==> src/rtl/ftda_pkg.sv <==
// Shared types and constants for the float to decimal text formatter.
package ftda_pkg;

  localparam logic [7:0] CH_MINUS = 8'h2D;
  localparam logic [7:0] CH_DOT   = 8'h2E;
  localparam logic [7:0] CH_ZERO  = 8'h30;

  // Classified item handed from the front end to the back end
  typedef struct packed {
    logic        err;
    logic        neg;
    logic [30:0] whole;
    logic [23:0] frac;
    logic [7:0]  shift;
  } ftda_item_t;

  typedef enum logic [2:0] {
    ST_IDLE,
    ST_FRAC,
    ST_IDIG,
    ST_SIGN,
    ST_EMIT
  } ftda_state_t;

endpackage

==> src/rtl/ftda_front.sv <==
// Front end: decodes the IEEE single value into integer and fraction parts.
module ftda_front (
  input  logic                 clk,
  input  logic                 rst,
  input  logic                 in_valid,
  output logic                 in_ready,
  input  logic [31:0]          value_bits,
  output logic                 q_valid,
  input  logic                 q_ready,
  output ftda_pkg::ftda_item_t q_item
);

  logic                 full;
  ftda_pkg::ftda_item_t item;
  ftda_pkg::ftda_item_t item_next;
  logic [7:0]           expo;
  logic [23:0]          sig;
  logic [7:0]           rsh;
  logic [54:0]          wide;

  assign expo = value_bits[30:23];
  assign sig  = (expo == 8'd0) ? {1'b0, value_bits[22:0]} : {1'b1, value_bits[22:0]};

  // Right shift amount for exponent below the binary point (150 - e, or 149 for a zero exponent)
  always_comb begin
    item_next = '0;
    rsh = (expo == 8'd0) ? 8'd149 : 8'(8'd150 - expo);
    wide = '0;
    item_next.neg = value_bits[31] && (value_bits[30:0] != 31'd0);
    if (expo >= 8'd158) begin
      item_next.err = 1'b1;
    end else if (expo >= 8'd150) begin
      wide = {31'd0, sig} << (expo - 8'd150);
      item_next.whole = wide[30:0];
    end else if (rsh < 8'd32) begin
      item_next.whole = 31'({7'd0, sig} >> rsh);
      item_next.frac  = sig & 24'((32'd1 << rsh) - 32'd1);
      item_next.shift = rsh;
    end else begin
      item_next.frac  = sig;
      item_next.shift = rsh;
    end
  end

  // One-entry queue register
  assign in_ready = !full || q_ready;
  always_ff @(posedge clk) begin
    if (rst) begin
      full <= 1'b0;
    end else if (in_ready) begin
      full <= in_valid;
    end
  end
  always_ff @(posedge clk) begin
    if (in_ready && in_valid) begin
      item <= item_next;
    end
  end

  assign q_valid = full;
  assign q_item  = item;

endmodule

==> config.mk <==
export PLATFORM = sky130hd
export DESIGN_NAME = ftda_front
export DESIGN_NICKNAME = d
export VERILOG_FILES = /design/src/rtl/ftda_pkg.sv /design/src/rtl/ftda_front.sv
export SDC_FILE = /design/constraint.sdc
export NUM_CORES = 1
export LEC_CHECK = 0
export BUFFER_PORTS_ARGS = -buffer_cell sky130_fd_sc_hd__clkbuf_2
export CORE_MARGIN = 3
export CORE_UTILIZATION = 50
export DETAILED_ROUTE_END_ITERATION = 10
export MAX_ROUTING_LAYER = met4
export PLACE_DENSITY = 0.71
export SYNTH_ARGS = -nofsm -noshare
export SYNTH_HDL_FRONTEND = slang
export SYNTH_SLANG_ARGS = --single-unit
==> constraint.sdc <==
create_clock -name clk -period 8.3 [get_ports clk]
set_input_delay 0.83 -clock clk [delete_from_list [all_inputs] [get_ports clk]]
set_output_delay 0.83 -clock clk [all_outputs]
set_load 0.1 [all_outputs]
==> out/metrics.csv <==
stage,metric,value,unit
run_status,status,finished clean,
clocking,cts.clk_slew.worst_paths,60,ps
die,die_area,14000,um^2
critical_path,end_kind,flop,
hold_path,min_delay_path_depth,2,
die,die_w,118,um
finish,layout-drive-gt1-share,21.4,%
timing,post-route-period-util,60.7,%
yosys,ys_warn_count,0,
timing,fmax,198,MHz
critical_path,reg2reg_from,q_valid,
die,io_pins,103,
place,port_buffers,102,
yosys,postSynthCellCount,784,
routing,vias,6799,
pwr,p_per_area,185,nW/um^2
die,initial_core_util,51.8,%
routing,drtPass1Iterations,5,
die,dieHeight,118,um
timing,setup_tns,0,ps
hold_path,min-delay-start,q_valid,
finish,n_fill_cell,1147,
routing,drc_errors,0,
critical_path,critical_path_class,in -> reg,
yosys,syn_nets,827,
yosys,ys_types,83,
routing,viasPerCell,6.74,
clocking,clock-sinks,66,
clocking,clock_path_buffers,2,
timing,worstMarginPinSlew,1180,ps
critical_path,reg2regPathDepth,3,
global_routing,antenna_found_initial,0,
clocking,postCtsSetupBuffers,0,
critical_path,arrival,5260,ps
yosys,async_reset_ff_share,0,%
global_routing,grt_max_degree,66,
yosys,synth_top_cell_area_share,30.9,%
yosys,syn_area_per_cell,8.07,um^2
timing,period_needed,5040,ps
timing,report.final.slew_viol_count,0,
routing,wl_per_cell,24.3,um
finish,syn_to_final_growth,13.1,%
critical_path,start_kind,primary input,
global_routing,grt_pass1_vias,6392,
clocking,numCtsBuffers,9,
pwr,power,0.00132,W
clocking,cts.repair.resized,0,
clocking,hold_buffers,0,
pwr,irDropWorstVdd,0.0742,mV
timing,setup_viol_count_final,0,
clocking,clock_latency,350,ps
timing,slew_headroom,21.0,%
yosys,synth-edff-count,65,
global_routing,grt_pass1_wl,37500,um
pwr,power_leakage,2.79,nW
die,coreArea,12200,um^2
clocking,cts_root_buf,clkbuf_16,
routing,totalWireLength,24500,um
clocking,cts_max_level,3,
place,routabilityCongestion,1.00,
yosys,synth_area_leaders,"edfxtp_1 31%, a21oi_1 6.3%, nand2_1 6.0%, mux2i_1 5.1%, nor2_1 5.0%",
yosys,synth_top_cells_by_count,"101 x nand2_1, 85 x nor2_1, 80 x a21oi_1, 65 x edfxtp_1, 46 x clkbuf_1",
timing,rsz0062_at_grt,no,
hold_path,hold_path_class,reg -> reg,
yosys,netlist_area,6320,um^2
yosys,synth-main-ff-cell,edfxtp_1,
place,dp_hpwl,17300,um
critical_path,critPathMaxFanout,58,
critical_path,required,8510,ps
finish,n_antenna_cell,0,
clocking,cts_tree,done,
global_routing,grt_util_all_layers,35.5,%
yosys,ys_ff_latch,66,
die,rows,40,
finish,num-nets-final,879,
yosys,yosysMostFrequentCell,nand2_1,
global_routing,overflow,0,
yosys,yosys.area.top_type,edfxtp_1,
job,maxCapViolCount,0,
critical_path,startpoint,value_bits[23],
routing,drt_iter0_drc,908,
timing,skew,9.01,ps
timing,hold_viol,0,
routing,drtAntennaViolNets,0,
yosys,yosysSeqAreaShare,31.2,%
[sequential cells by signal (all words and copies together), names as in the netlist]
signal,cells
q_item,65
q_valid,1
[cell families after synthesis]
| family | Yosys count | synth area share (%) |
|---|---|---|
| adder cells (fa/ha/maj) | 7 | 1.38 |
| flip-flops | 66 | 31.2 |
| buffers and inverters | 86 | 5.84 |
| AO/OA/AOI/OAI | 258 | 27.3 |
| XOR/XNOR | 15 | 2.20 |
| AND/OR/NAND/NOR | 301 | 22.6 |
| multiplexers | 51 | 9.52 |
[layout by cell type (no fill, tap or decap), drive strengths merged, types with 9 or more instances in the layout]
cell type | synthesis | routed
inv | 12 | 12
a211oi | 22 | 22
clkbuf | 46 | 114
o22ai | 18 | 18
nand2 | 101 | 101
and3 | 10 | 10
mux2i | 32 | 32
a31oi | 15 | 15
buf | 28 | 13
xnor2 | 9 | 9
edfxtp | 65 | 65
nor4 | 9 | 9
o21ai | 46 | 46
mux2 | 13 | 13
nor2 | 87 | 87
nand3 | 15 | 15
a21oi | 85 | 85
nor3 | 33 | 33
[where the power goes]
group / switching (W) / internal (W)
Combinational: 0.000406 / 0.000120
Sequential: 0.00000556 / 0.000392
Clock: 0.000153 / 0.000249
Total: 0.000564 / 0.000761
[area by class of cell]
type                       count  area [um^2]  area share [%]
clock buffer                  12          256            3.59
tap                          168          210            2.94
inverter                      12         45.0           0.630
timing repair buffer         115          608            8.50
clock inverter                 4         51.3           0.717
sequential                    66         1970            27.6
multi-input combinational    632         4010            56.0
[per-stage QoR]
step                      std cells  instance area (um^2)  hold slack [ps]  util, %  setup slack [ps]
final                          1009                  7150              541     58.6              3260
after global routing           1009                  7150              582     58.6              2970
after CTS                      1009                  7150              546     58.6              3440
after detailed placement        993                  6840              538     56.0              3120
after global placement          993                  6840              491     56.0              3200
after floorplan                 784                  6320              899        -              3950
[critical path: stages]
cell,delay [ps]
clkbuf_2,70
buf_4,520
inv_1,580
ha_1,1120
inv_1,400
o21ai_4,390
a211oi_1,120
nor3_1,510
mux2i_1,210
o32ai_1,310
a22o_1,180
[metal layers]
layer  GRT usage, %  vias to the layer above  part of all wire, %
li1               -                     3051                    -
met1           48.5                     3191                   41
met2           49.1                      483                   42
met3           9.47                       74                   11
met4           16.3                        0                  4.8
met5              -                        -                    0
[worst paths after layout]
check / end / slack (ps)
min reg2reg: q_valid / 540
min: q_valid / 540
max reg2reg: q_item[30] / 6680
max: q_item[36] / 3260
No activity file was read; power rests on OpenSTA's default activity.
